===== config.mk =====
export PLATFORM = sky130hd
export DESIGN_NAME = signed_integer_to_radix_text
export DESIGN_NICKNAME = d
export VERILOG_FILES = /design/src/hdl/sirt_pkg.sv /design/src/hdl/sirt_ram.sv /design/src/hdl/sirt_ctrl.sv /design/src/hdl/sirt_dp.sv /design/src/hdl/signed_integer_to_radix_text.sv
export SDC_FILE = /design/constraint.sdc
export NUM_CORES = 1
export LEC_CHECK = 0
export ABC_CLOCK_PERIOD_IN_PS = 35100
export BUFFER_PORTS_ARGS = -buffer_cell sky130_fd_sc_hd__buf_2
export CAP_MARGIN = 10
export CORE_MARGIN = 4
export CORE_UTILIZATION = 55
export DETAILED_ROUTE_END_ITERATION = 8
export PLACE_DENSITY = 0.75
export REMOVE_ABC_BUFFERS = 1
export SYNTH_ARGS = -nofsm -noshare
export SYNTH_HDL_FRONTEND = slang
export SYNTH_SLANG_ARGS = --single-unit

===== constraint.sdc =====
create_clock -name clk_i -period 35.1 [get_ports clk_i]
set_clock_uncertainty 0.15 [all_clocks]
set_input_delay 1.755 -clock clk_i [delete_from_list [all_inputs] [get_ports clk_i]]
set_output_delay 1.755 -clock clk_i [all_outputs]
set_load 0.02 [all_outputs]

===== src/hdl/sirt_pkg.sv =====
// ---------------------------------------------------------------------------
// sirt_pkg
// Shared types, constants and the digit-to-character function for the
// signed integer to radix text converter.
// ---------------------------------------------------------------------------
package sirt_pkg;

  localparam int unsigned BITS_PER_STEP = 8;   // dividend bits retired per divide cycle
  localparam int unsigned DIGIT_W       = 6;
  localparam int unsigned CHAR_W        = 8;

  localparam logic [DIGIT_W-1:0] RADIX_RESET = 6'd10;
  localparam logic [DIGIT_W-1:0] RADIX_MIN   = 6'd2;
  localparam logic [DIGIT_W-1:0] RADIX_MAX   = 6'd36;
  localparam logic [DIGIT_W-1:0] DIGIT_MAX   = 6'd35;
  localparam logic [DIGIT_W-1:0] DIGIT_TEN   = 6'd10;

  localparam logic [CHAR_W-1:0] CHAR_MINUS  = 8'h2D;  // '-'
  localparam logic [CHAR_W-1:0] CHAR_ZERO   = 8'h30;  // '0'
  localparam logic [CHAR_W-1:0] CHAR_ALPHA  = 8'h57;  // 'a' - 10
  localparam logic [CHAR_W-1:0] CHAR_NONE   = 8'h00;

  typedef enum logic [2:0] {
    ST_IDLE,
    ST_DIV,
    ST_SIGN,
    ST_FETCH,
    ST_SHOW
  } sirt_state_e;

  typedef struct packed {
    logic load;    // capture magnitude and sign, clear digit count
    logic step;    // run the divider on the top dividend byte
    logic sign;    // put out '-'
    logic show;    // put out the fetched digit
    logic empty;   // put out the empty word
  } sirt_cmd_t;

  typedef struct packed {
    logic radix_ok;
    logic neg;
    logic step_last;   // this divide cycle finishes a digit
    logic quot_zero;   // quotient after this cycle is zero
    logic digit_last;  // the digit being shown is the final one
  } sirt_sts_t;

  function automatic logic [CHAR_W-1:0] glyph(input logic [DIGIT_W-1:0] d);
    logic [DIGIT_W-1:0] c;
    begin
      c = (d > DIGIT_MAX) ? DIGIT_MAX : d;
      if (c < DIGIT_TEN) begin
        glyph = CHAR_ZERO + CHAR_W'(c);
      end else begin
        glyph = CHAR_ALPHA + CHAR_W'(c);
      end
    end
  endfunction

endpackage


===== src/hdl/sirt_ram.sv =====
// ---------------------------------------------------------------------------
// sirt_ram
// Generic single-write, single-read RAM with registered read data.
// ---------------------------------------------------------------------------
module sirt_ram #(
  parameter int unsigned WIDTH = 6,
  parameter int unsigned DEPTH = 33
) (
  input  logic                     clk_i,
  input  logic                     we_i,
  input  logic [$clog2(DEPTH)-1:0] waddr_i,
  input  logic [WIDTH-1:0]         wdata_i,
  input  logic [$clog2(DEPTH)-1:0] raddr_i,
  output logic [WIDTH-1:0]         rdata_o
);

  logic [WIDTH-1:0] mem_q [DEPTH];
  logic [WIDTH-1:0] rdata_q;

  always_ff @(posedge clk_i) begin
    if (we_i) begin
      mem_q[waddr_i] <= wdata_i;
    end
    rdata_q <= mem_q[raddr_i];
  end

  assign rdata_o = rdata_q;

endmodule


===== src/hdl/sirt_ctrl.sv =====
// ---------------------------------------------------------------------------
// sirt_ctrl
// Sequencer: empty word for an invalid radix, else divide phase, optional sign,
// then fetch/show per digit.
module sirt_ctrl (
  input  logic                clk_i,
  input  logic                rst_ni,
  input  logic                start_i,
  input  sirt_pkg::sirt_sts_t sts_i,
  output sirt_pkg::sirt_cmd_t cmd_o,
  output logic                busy_o
);
  import sirt_pkg::*;

  sirt_state_e state_q, state_d;

  always_ff @(posedge clk_i or negedge rst_ni) begin
    if (!rst_ni) begin
      state_q <= ST_IDLE;
    end else begin
      state_q <= state_d;
    end
  end

  always_comb begin
    state_d = state_q;
    cmd_o   = '0;
    unique case (state_q)
      ST_IDLE: begin
        if (start_i) begin
          if (sts_i.radix_ok) begin
            cmd_o.load = 1'b1;
            state_d    = ST_DIV;
          end else begin
            cmd_o.empty = 1'b1;
          end
        end
      end
      ST_DIV: begin
        cmd_o.step = 1'b1;
        if (sts_i.step_last && sts_i.quot_zero) begin
          state_d = sts_i.neg ? ST_SIGN : ST_FETCH;
        end
      end
      ST_SIGN: begin
        cmd_o.sign = 1'b1;
        state_d    = ST_FETCH;
      end
      ST_FETCH: begin
        // store read address is already on the RAM; data registers this cycle
        state_d = ST_SHOW;
      end
      ST_SHOW: begin
        cmd_o.show = 1'b1;
        state_d    = ST_FETCH;
        if (sts_i.digit_last) begin
          state_d = ST_IDLE;
        end
      end
      default: begin
        state_d = ST_IDLE;
      end
    endcase
  end

  assign busy_o = (state_q != ST_IDLE);

endmodule


===== src/hdl/sirt_dp.sv =====
// ---------------------------------------------------------------------------
// sirt_dp
// Datapath: radix register, digit-serial divider (8 bits per cycle), digit
// store and registered output word.
// ---------------------------------------------------------------------------
module sirt_dp #(
  parameter int unsigned VALUE_WIDTH = 32
) (
  input  logic                          clk_i,
  input  logic                          rst_ni,
  input  logic                          radix_we_i,
  input  logic [sirt_pkg::DIGIT_W-1:0]  radix_i,
  input  logic signed [VALUE_WIDTH-1:0] number_i,
  input  sirt_pkg::sirt_cmd_t           cmd_i,
  output sirt_pkg::sirt_sts_t           sts_o,
  output logic                          strobe_o,
  output logic [sirt_pkg::CHAR_W-1:0]   char_code_o,
  output logic                          last_o,
  output logic                          empty_res_o
);
  import sirt_pkg::*;

  localparam int unsigned STEPS = (VALUE_WIDTH + BITS_PER_STEP - 1) / BITS_PER_STEP;
  localparam int unsigned PW    = STEPS * BITS_PER_STEP;
  localparam int unsigned SW    = $clog2(STEPS + 1);
  localparam int unsigned DEPTH = VALUE_WIDTH + 1;
  localparam int unsigned AW    = $clog2(DEPTH);
  localparam int unsigned CW    = $clog2(VALUE_WIDTH + 2);

  logic [DIGIT_W-1:0] radix_q;
  logic [SW-1:0]      step_q;
  logic [CW-1:0]      cnt_q;
  logic               neg_q;
  logic [PW-1:0]      quo_q;
  logic [DIGIT_W-1:0] rem_q;

  logic                     strobe_q;
  logic [CHAR_W-1:0]        char_q;
  logic                     last_q;
  logic                     empty_q;

  logic [PW-1:0]            quo_n;
  logic [DIGIT_W-1:0]       rem_n;
  logic [BITS_PER_STEP-1:0] qbit_v;
  logic [VALUE_WIDTH-1:0]   num_u;
  logic [VALUE_WIDTH-1:0]   mag;
  logic                     step_last;
  logic                     store_we;
  logic [AW-1:0]            raddr;
  logic [DIGIT_W-1:0]       rdata;
  logic                     cnt_one;

  assign num_u = $unsigned(number_i);
  assign mag   = num_u[VALUE_WIDTH-1] ? (~num_u + 1'b1) : num_u;

  // restoring division of the top dividend byte by the radix, MSB first
  always_comb begin
    logic [DIGIT_W-1:0]       rem_v;
    logic [DIGIT_W:0]         trial_v;
    logic [BITS_PER_STEP-1:0] top_v;
    rem_v   = rem_q;
    top_v   = quo_q[PW-1 -: BITS_PER_STEP];
    qbit_v  = '0;
    trial_v = '0;
    for (int i = BITS_PER_STEP - 1; i >= 0; i--) begin
      trial_v = {rem_v, top_v[i]};
      if (trial_v >= {1'b0, radix_q}) begin
        trial_v   = trial_v - {1'b0, radix_q};
        qbit_v[i] = 1'b1;
      end
      rem_v = trial_v[DIGIT_W-1:0];
    end
    rem_n = rem_v;
  end

  assign quo_n     = (quo_q << BITS_PER_STEP) | PW'(qbit_v);
  assign step_last = (step_q == SW'(STEPS - 1));
  assign store_we  = cmd_i.step && step_last;
  assign raddr     = AW'(cnt_q - 1'b1);
  assign cnt_one   = (cnt_q == CW'(1));

  always_ff @(posedge clk_i or negedge rst_ni) begin
    if (!rst_ni) begin
      radix_q  <= RADIX_RESET;
      step_q   <= '0;
      cnt_q    <= '0;
      neg_q    <= 1'b0;
      strobe_q <= 1'b0;
    end else begin
      if (radix_we_i) begin
        radix_q <= radix_i;
      end
      if (cmd_i.load) begin
        step_q <= '0;
        cnt_q  <= '0;
        neg_q  <= num_u[VALUE_WIDTH-1];
      end else if (cmd_i.step) begin
        step_q <= step_last ? '0 : step_q + 1'b1;
        if (step_last) begin
          cnt_q <= cnt_q + 1'b1;
        end
      end else if (cmd_i.show) begin
        cnt_q <= cnt_q - 1'b1;
      end
      strobe_q <= cmd_i.empty || cmd_i.sign || cmd_i.show;
    end
  end

  always_ff @(posedge clk_i) begin
    if (cmd_i.load) begin
      quo_q <= PW'(mag);
      rem_q <= '0;
    end else if (cmd_i.step) begin
      quo_q <= quo_n;
      rem_q <= step_last ? '0 : rem_n;
    end
    priority if (cmd_i.empty) begin
      char_q  <= CHAR_NONE;
      last_q  <= 1'b1;
      empty_q <= 1'b1;
    end else if (cmd_i.sign) begin
      char_q  <= CHAR_MINUS;
      last_q  <= 1'b0;
      empty_q <= 1'b0;
    end else if (cmd_i.show) begin
      char_q  <= glyph(rdata);
      last_q  <= cnt_one;
      empty_q <= 1'b0;
    end
  end

  sirt_ram #(
    .WIDTH (DIGIT_W),
    .DEPTH (DEPTH)
  ) u_store (
    .clk_i   (clk_i),
    .we_i    (store_we),
    .waddr_i (cnt_q[AW-1:0]),
    .wdata_i (rem_n),
    .raddr_i (raddr),
    .rdata_o (rdata)
  );

  always_comb begin
    sts_o.radix_ok   = (radix_q >= RADIX_MIN) && (radix_q <= RADIX_MAX);
    sts_o.neg        = neg_q;
    sts_o.step_last  = step_last;
    sts_o.quot_zero  = (quo_n == '0);
    sts_o.digit_last = cnt_one;
  end

  assign strobe_o    = strobe_q;
  assign char_code_o = char_q;
  assign last_o      = last_q;
  assign empty_res_o = empty_q;

endmodule


===== src/hdl/signed_integer_to_radix_text.sv =====
// ---------------------------------------------------------------------------
// signed_integer_to_radix_text
// Converts a signed integer to lower-case text in base 2..36, one character
// per output word, most significant first, '-' ahead of negative values.
// ---------------------------------------------------------------------------
//  channel  | handshake               | payload
//  ---------+-------------------------+-----------------------------------
//  input    | start, busy             | number_i
//  output   | strobe_o (one cycle)    | char_code_o, last_o, empty_res_o
//  config   | radix_we_i              | radix_i
//
//  All digits come from one shared radix divider (8 quotient bits per cycle)
//  and go to a digit store; after the '-' word for a negative value, each
//  digit is read back from the store, most significant first, and put out.
//  An invalid radix gives the empty word the cycle after start, busy stays low.
//  Reset is asynchronous, active low; radix resets to 10.
//  Output words are not held: the receiver takes each one in its cycle.
// ---------------------------------------------------------------------------
module signed_integer_to_radix_text #(
  parameter int unsigned VALUE_WIDTH = 32
) (
  input  logic                          clk_i,
  input  logic                          rst_ni,
  input  logic                          start,
  output logic                          busy,
  input  logic signed [VALUE_WIDTH-1:0] number_i,
  input  logic                          radix_we_i,
  input  logic [sirt_pkg::DIGIT_W-1:0]  radix_i,
  output logic                          strobe_o,
  output logic [sirt_pkg::CHAR_W-1:0]   char_code_o,
  output logic                          last_o,
  output logic                          empty_res_o
);
  import sirt_pkg::*;

  sirt_cmd_t cmd;
  sirt_sts_t sts;

  sirt_ctrl u_ctrl (
    .clk_i   (clk_i),
    .rst_ni  (rst_ni),
    .start_i (start),
    .sts_i   (sts),
    .cmd_o   (cmd),
    .busy_o  (busy)
  );

  sirt_dp #(
    .VALUE_WIDTH (VALUE_WIDTH)
  ) u_dp (
    .clk_i       (clk_i),
    .rst_ni      (rst_ni),
    .radix_we_i  (radix_we_i),
    .radix_i     (radix_i),
    .number_i    (number_i),
    .cmd_i       (cmd),
    .sts_o       (sts),
    .strobe_o    (strobe_o),
    .char_code_o (char_code_o),
    .last_o      (last_o),
    .empty_res_o (empty_res_o)
  );

endmodule


==> results of run 1 <==
metrics by stage:
step / utilization, % / instance area (sq um) / instances / hold WS [ns] / worst slack, ns
6_report: 61.2 / 15900 / 1540 / 0.273 / 15.76
5_1_grt: 61.2 / 15900 / 1540 / 0.309 / 14.28
4_1_cts: 61.2 / 15900 / 1540 / 0.276 / 15.96
3_5_place_dp: 58.0 / 15100 / 1490 / 0.266 / 16.05
3_3_place_gp: 58.0 / 15100 / 1490 / 0.263 / 16.69
2_1_floorplan: - / 14300 / 1096 / 0.297 / 18.23
cells in the final DEF, fill, tap and decap left out, drive strengths merged, types with 33 or more instances in the layout:
master	n
ha	54
nand2	85
mux4	60
clkbuf	36
o21ai	89
nor2	90
inv	54
xor2	33
buf	59
a21oi	53
edfxtp	230
area by class of cell:
| cell class | count | share of cell area (%) |
|---|---|---|
| Sequential cell | 272 | 49.4 |
| Clock buffer | 36 | 4.46 |
| Clock inverter | 14 | 0.724 |
| Multi-Input combinational cell | 771 | 39.6 |
| Timing Repair Buffer | 59 | 1.95 |
| Inverter | 53 | 1.25 |
| Tap cell | 335 | 2.64 |
registers in the layout (all words and copies together) (netlist names), 3 cells and up:
signal / flops
u_dp.quo_q: 32
u_dp.cnt_q: 6
u_dp.char_code_o: 8
u_dp.u_store.rdata_o: 6
u_dp.rem_q: 6
u_dp.u_store.mem_q: 198
u_dp.radix_q: 6
u_ctrl.state_q: 3
u_dp.step_q: 3
how the worst min path moves through the flow:
stage	start	end	slack, ns	depth (start not counted)
finish	u_dp.char_code_o[7]	u_dp.char_code_o[7]	0.27	2
global route	u_dp.char_code_o[7]	u_dp.char_code_o[7]	0.31	2
CTS	u_dp.char_code_o[7]	u_dp.char_code_o[7]	0.28	2
detailed placement	u_dp.char_code_o[7]	u_dp.char_code_o[7]	0.27	2
global placement	u_dp.char_code_o[7]	u_dp.char_code_o[7]	0.26	2
floorplan	u_dp.neg_q	u_dp.neg_q	0.30	2
cells by family after synthesis:
logic type	after synthesis	share of synthesized area, %
AOI/OAI and AO/OA	247	11.2
xor gates and xnor gates	56	3.39
adders and majority gates	62	5.78
buffers and inverters	93	2.52
DFF	272	54.3
muxes	106	12.9
and+or+nand+nor	300	9.97
metal layers:
metal | vias up | GRT usage (%) | wire, um
li1 | 4438 | - | -
met1 | 4700 | 30.2 | 13700
met2 | 338 | 38.6 | 16100
met3 | 61 | 2.56 | 1720
met4 | 0 | 6.46 | 914
met5 | - | 0 | 0
worst reg2reg max path: cells and delay by family, from the launching register on:
family | cells | cell delay, ns
buf+inv | 6 | 0.74
simple gates | 11 | 2.11
fa+ha+maj | 8 | 2.11
flops | 1 | 0.77
compound gates | 34 | 9.08
mux | 10 | 4.00
==> impl_metrics.env, run 1 <==
export IMPL_drv_slew=0
export IMPL_critPathBufInv=6
export IMPL_min_period_ns=19.34
export IMPL_dr_pass1_iters=5
export IMPL_nets=1288
export IMPL_vias=9537
export IMPL_critPathSlowestCell="a221oi_1"
export IMPL_wl_per_cell_um=21.1
export IMPL_synth_area_per_cell_sq_um=12.7
export IMPL_io_buffers=53
export IMPL_h_tree_depth=1
export IMPL_syn_to_final_growth_pct=9.91
export IMPL_synth_most_common_cell="edfxtp_1"
export IMPL_core_area_sq_um=26000
export IMPL_yosysTopAreaCell="edfxtp_1"
export IMPL_cts_hold_buffers=0
export IMPL_critPathMaxFanout=34
export IMPL_synth_edf_count=230
export IMPL_die_w_um=170
export IMPL_hpwl_um=23100
export IMPL_ys_warn_count=0
export IMPL_path_clk_slew_ns=0.07
export IMPL_reg2regPathDepth=69
export IMPL_remaining_drc_errors=0
export IMPL_cts_resized=0
export IMPL_status="finished clean"
export IMPL_fp_dieArea_sq_um=29000
export IMPL_hold_viol_final=0
export IMPL_fillers=2029
export IMPL_ys_ff_latch=272
export IMPL_synth_top_flop_cell="edfxtp_1"
export IMPL_synth_cell_types=71
export IMPL_cp_startpoint="u_dp.radix_q[1]"
export IMPL_wirelength_um=32400
export IMPL_clock_sinks=272
export IMPL_ios=54
export IMPL_fin_tns_setup_ns=0
export IMPL_grt_setup_unrepaired="no"
export IMPL_synth_cells=1136
export IMPL_worst_skew_pair_late_latency_ns=0.54
export IMPL_cpMostUsedCell="o21ai_0"
export IMPL_clockRootBuffer="clkbuf_16"
export IMPL_r2r_start="u_dp.radix_q[1]"
export IMPL_place_congestion=0.943
export IMPL_diodes=0
export IMPL_die_h_um=170
export IMPL_multi_input_area_sq_um=6290
export IMPL_crit_path_end_kind="register"
export IMPL_drive_gt1_share_pct=16.8
export IMPL_grt_antenna_before_repair=0
export IMPL_cts_buffers=27
export IMPL_start_kind="register"
export IMPL_endpoint="u_dp.u_store.mem_q[3][0]"
export IMPL_regArea_sq_um=7850
export IMPL_grt_overflow_total=0
export IMPL_synthTopCellsByArea="edfxtp_1 48%, mux4_2 9.3%, ha_1 4.7%, dfrtp_1 3.1%, dfxtp_1 3.0%"
export IMPL_grt_usage_pct=22.4
export IMPL_cp_top_family="compound AO/OA/AOI/OAI gates"
export IMPL_netlist_area_leader_share_pct=47.8
export IMPL_holdCritPathClass="register to register"
export IMPL_r2r_slack_ns=15.76
export IMPL_initial_core_util_pct=55.7
export IMPL_post_cts_buffers=0
export IMPL_row_count=59
export IMPL_clockBufferDepth=3
export IMPL_max_stage_delay_ns=0.81
export IMPL_critPathArrivalTime_ns=19.39
export IMPL_synth_seq_area_share_pct=54.3
export IMPL_postSynth_asyncResetShare_pct=7.35
export IMPL_cts_tree="built"
export IMPL_maxCapViolations=0
export IMPL_synthTopCellsByCount="230 x edfxtp_1, 89 x nor2_1, 87 x o21ai_0"
export IMPL_cp_required_ns=35.15
export IMPL_setup_violations_final=0
export IMPL_vias_per_cell=6.19
export IMPL_drt_initial_drc_count=1088
export IMPL_critPathKind="register to register"
export IMPL_worstReg2RegEnd="u_dp.u_store.mem_q[3][0]"
export IMPL_slew_headroom_pct=21.9
export IMPL_worst_slew_pin_slew_ns=1.16
export IMPL_max_freq_ghz=0.0517
export IMPL_crit_cells=69
export IMPL_post_route_period_util_pct=55.1
export IMPL_final_antenna_net_count=0
export IMPL_syn_cell_area_sq_um=14500
export IMPL_grt_max_degree=62
export IMPL_grt_pass1_wl_um=51300
export IMPL_grt_pass1_vias=9421
Power of run 1 is left out: the tool's default activity adds up to more than one toggle a clock period on the data nets, which glitch-free logic cannot reach.
==> run 2: changes to the inputs <==
--- a/config.mk
+++ b/config.mk
@@ -5,13 +5,13 @@
 export SDC_FILE = /design/constraint.sdc
 export NUM_CORES = 1
 export LEC_CHECK = 0
-export ABC_CLOCK_PERIOD_IN_PS = 35100
+export ABC_CLOCK_PERIOD_IN_PS = 16450
 export BUFFER_PORTS_ARGS = -buffer_cell sky130_fd_sc_hd__buf_2
 export CAP_MARGIN = 10
 export CORE_MARGIN = 4
 export CORE_UTILIZATION = 55
 export DETAILED_ROUTE_END_ITERATION = 8
-export PLACE_DENSITY = 0.75
+export PLACE_DENSITY = 0.78
 export REMOVE_ABC_BUFFERS = 1
 export SYNTH_ARGS = -nofsm -noshare
 export SYNTH_HDL_FRONTEND = slang
==> constraint.sdc (replaced) <==
create_clock -name clk_i -period 16.45 [get_ports clk_i]
set_clock_uncertainty 0.15 [all_clocks]
set_input_delay 0.8225 -clock clk_i [delete_from_list [all_inputs] [get_ports clk_i]]
set_output_delay 0.8225 -clock clk_i [all_outputs]
set_load 0.02 [all_outputs]
==> run 2 against run 1 <==
Critical endpoint is now u_dp.rem_q[4]. Cell count rose by 3.1%. Count of clock-buffer cells in the layout fell by 1. Wire length increased by 13%. Critical path depth down 2. Sequential share of layout area down 1.8 points. Global-route usage is 2.6 points higher. First-iteration DRC count is 7.6% higher. Design area rose by 3.8%. Register-to-register slack got worse by 15 ns. Worst hold slack lost 0.18 ns. Maximum frequency increased by 22%.
==> impl_metrics.env, run 2 (same netlist as run 1, synthesis figures left out) <==
export IMPL_status="finished clean"
export IMPL_min_period_ns=15.79
export IMPL_drt_initial_drc_count=1171
export IMPL_dr_pass1_iters=5
export IMPL_cp_startpoint="u_dp.radix_q[3]"
export IMPL_critPathArrivalTime_ns=16.06
export IMPL_post_route_period_util_pct=96.0
export IMPL_die_h_um=170
export IMPL_worstReg2RegEnd="u_dp.rem_q[4]"
export IMPL_r2r_start="u_dp.radix_q[3]"
export IMPL_fp_dieArea_sq_um=29000
export IMPL_grt_max_degree=62
export IMPL_worst_slew_pin_slew_ns=1.19
export IMPL_worst_skew_pair_late_latency_ns=0.54
export IMPL_core_area_sq_um=26000
export IMPL_final_util_pct=63.5
export IMPL_whs_ns=0.0921
export IMPL_regArea_sq_um=7850
export IMPL_path_clk_slew_ns=0.06
export IMPL_cts_buffers=28
export IMPL_max_stage_delay_ns=0.64
export IMPL_critPathKind="register to register"
export IMPL_grt_overflow_total=0
export IMPL_vias=10000
export IMPL_critPathMaxFanout=17
export IMPL_multi_input_area_sq_um=6490
export IMPL_nets=1334
export IMPL_setup_violations_final=0
export IMPL_reg2regPathDepth=67
export IMPL_ios=54
export IMPL_grt_usage_pct=24.9
export IMPL_drive_gt1_share_pct=21.0
export IMPL_cts_hold_buffers=0
export IMPL_wirelength_um=36600
export IMPL_syn_to_final_growth_pct=14.1
export IMPL_drv_slew=0
export IMPL_grt_pass1_vias=9823
export IMPL_hpwl_um=23800
export IMPL_grt_antenna_before_repair=0
export IMPL_remaining_drc_errors=0
export IMPL_io_buffers=53
export IMPL_cpMostUsedCell="ha_1"
export IMPL_hold_viol_final=0
export IMPL_diodes=0
export IMPL_h_tree_depth=1
export IMPL_cts_tree="built"
export IMPL_final_antenna_net_count=0
export IMPL_vias_per_cell=6.32
export IMPL_die_w_um=170
export IMPL_start_kind="register"
export IMPL_slew_headroom_pct=20.5
export IMPL_fillers=1966
export IMPL_clockRootBuffer="clkbuf_16"
export IMPL_clock_sinks=272
export IMPL_final_area_sq_um=16500
export IMPL_clockBufferDepth=3
export IMPL_maxCapViolations=0
export IMPL_postPlaceCellArea_sq_um=15200
export IMPL_crit_path_end_kind="register"
export IMPL_layout_commonest_cell="edfxtp_1"
export IMPL_max_freq_ghz=0.0633
export IMPL_grt_pass1_wl_um=56000
export IMPL_final_cell_mix="230 x edfxtp_1, 89 x nor2_1, 85 x nand2_1, 82 x o21ai_0, 60 x mux4_2"
export IMPL_holdCritPathClass="input port to async pin"
export IMPL_top_register="u_dp.u_store.mem_q"
export IMPL_cp_required_ns=16.72
export IMPL_initial_core_util_pct=55.7
export IMPL_wl_per_cell_um=23.1
export IMPL_largest_reg_flops=198
export IMPL_r2r_slack_ns=0.66
export IMPL_critPathSlowestCell="mux2i_1"
export IMPL_place_congestion=0.929
export IMPL_row_count=59
run 2: cell type report:
cell class	count	share of cell area (%)
sequential	272	47.6
clock buffer	35	4.41
multi-input combinational	777	39.3
inverter	53	1.21
tap	335	2.54
clock inverter	17	1.08
timing repair buffer	98	3.83
run 2: stage by stage:
stage / setup TNS (ns) / cells / setup WS (ns)
after detailed placement: -44.06 / 1506 / -0.581
after floorplan: -28.24 / 1096 / -0.418
after global placement: 0 / 1506 / 0.0891
after global routing: -19.26 / 1587 / -0.154
final: 0 / 1587 / 0.657
after CTS: 0 / 1568 / 0.0759
run 2: per-layer routing:
| metal | GRT usage (%) | vias to the layer above | wire, um |
|---|---|---|---|
| met2 | 43.0 | 435 | 18400 |
| met4 | 8.61 | 0 | 1280 |
| met1 | 32.2 | 4955 | 14500 |
| li1 | - | 4553 | - |
| met3 | 4.11 | 81 | 2440 |
| met5 | 0 | - | 0 |
run 2: critical path, delay by kind of cell (launching register included):
kind | cells | cell delay [ns]
AOI/OAI and AO/OA | 32 | 6.31
adders and majority gates | 8 | 2.48
buffers and inverters | 8 | 1.11
DFF | 1 | 0.53
muxes | 11 | 3.48
and+or+nand+nor | 8 | 1.61
run 2: worst max path at each step:
stage | end | slack [ns]
floorplan | u_dp.u_store.mem_q[0][0] | -0.42
finish | u_dp.rem_q[4] | 0.66
global route | u_dp.rem_q[4] | -0.15
global placement | u_dp.u_store.mem_q[28][1] | 0.09
detailed placement | u_dp.u_store.mem_q[30][1] | -0.58
CTS | u_dp.rem_q[3] | 0.08
run 2: repair_timing:
| item | CTS | global route |
|---|---|---|
| pin swaps | 0 | 7 |
| cloned | 5 | 1 |
| setup endpoints to repair | 207 | 207 |
| resized for setup | 10 | 22 |
| buffers inserted | 5 | 18 |
Power of run 2 is left out for the same reason.
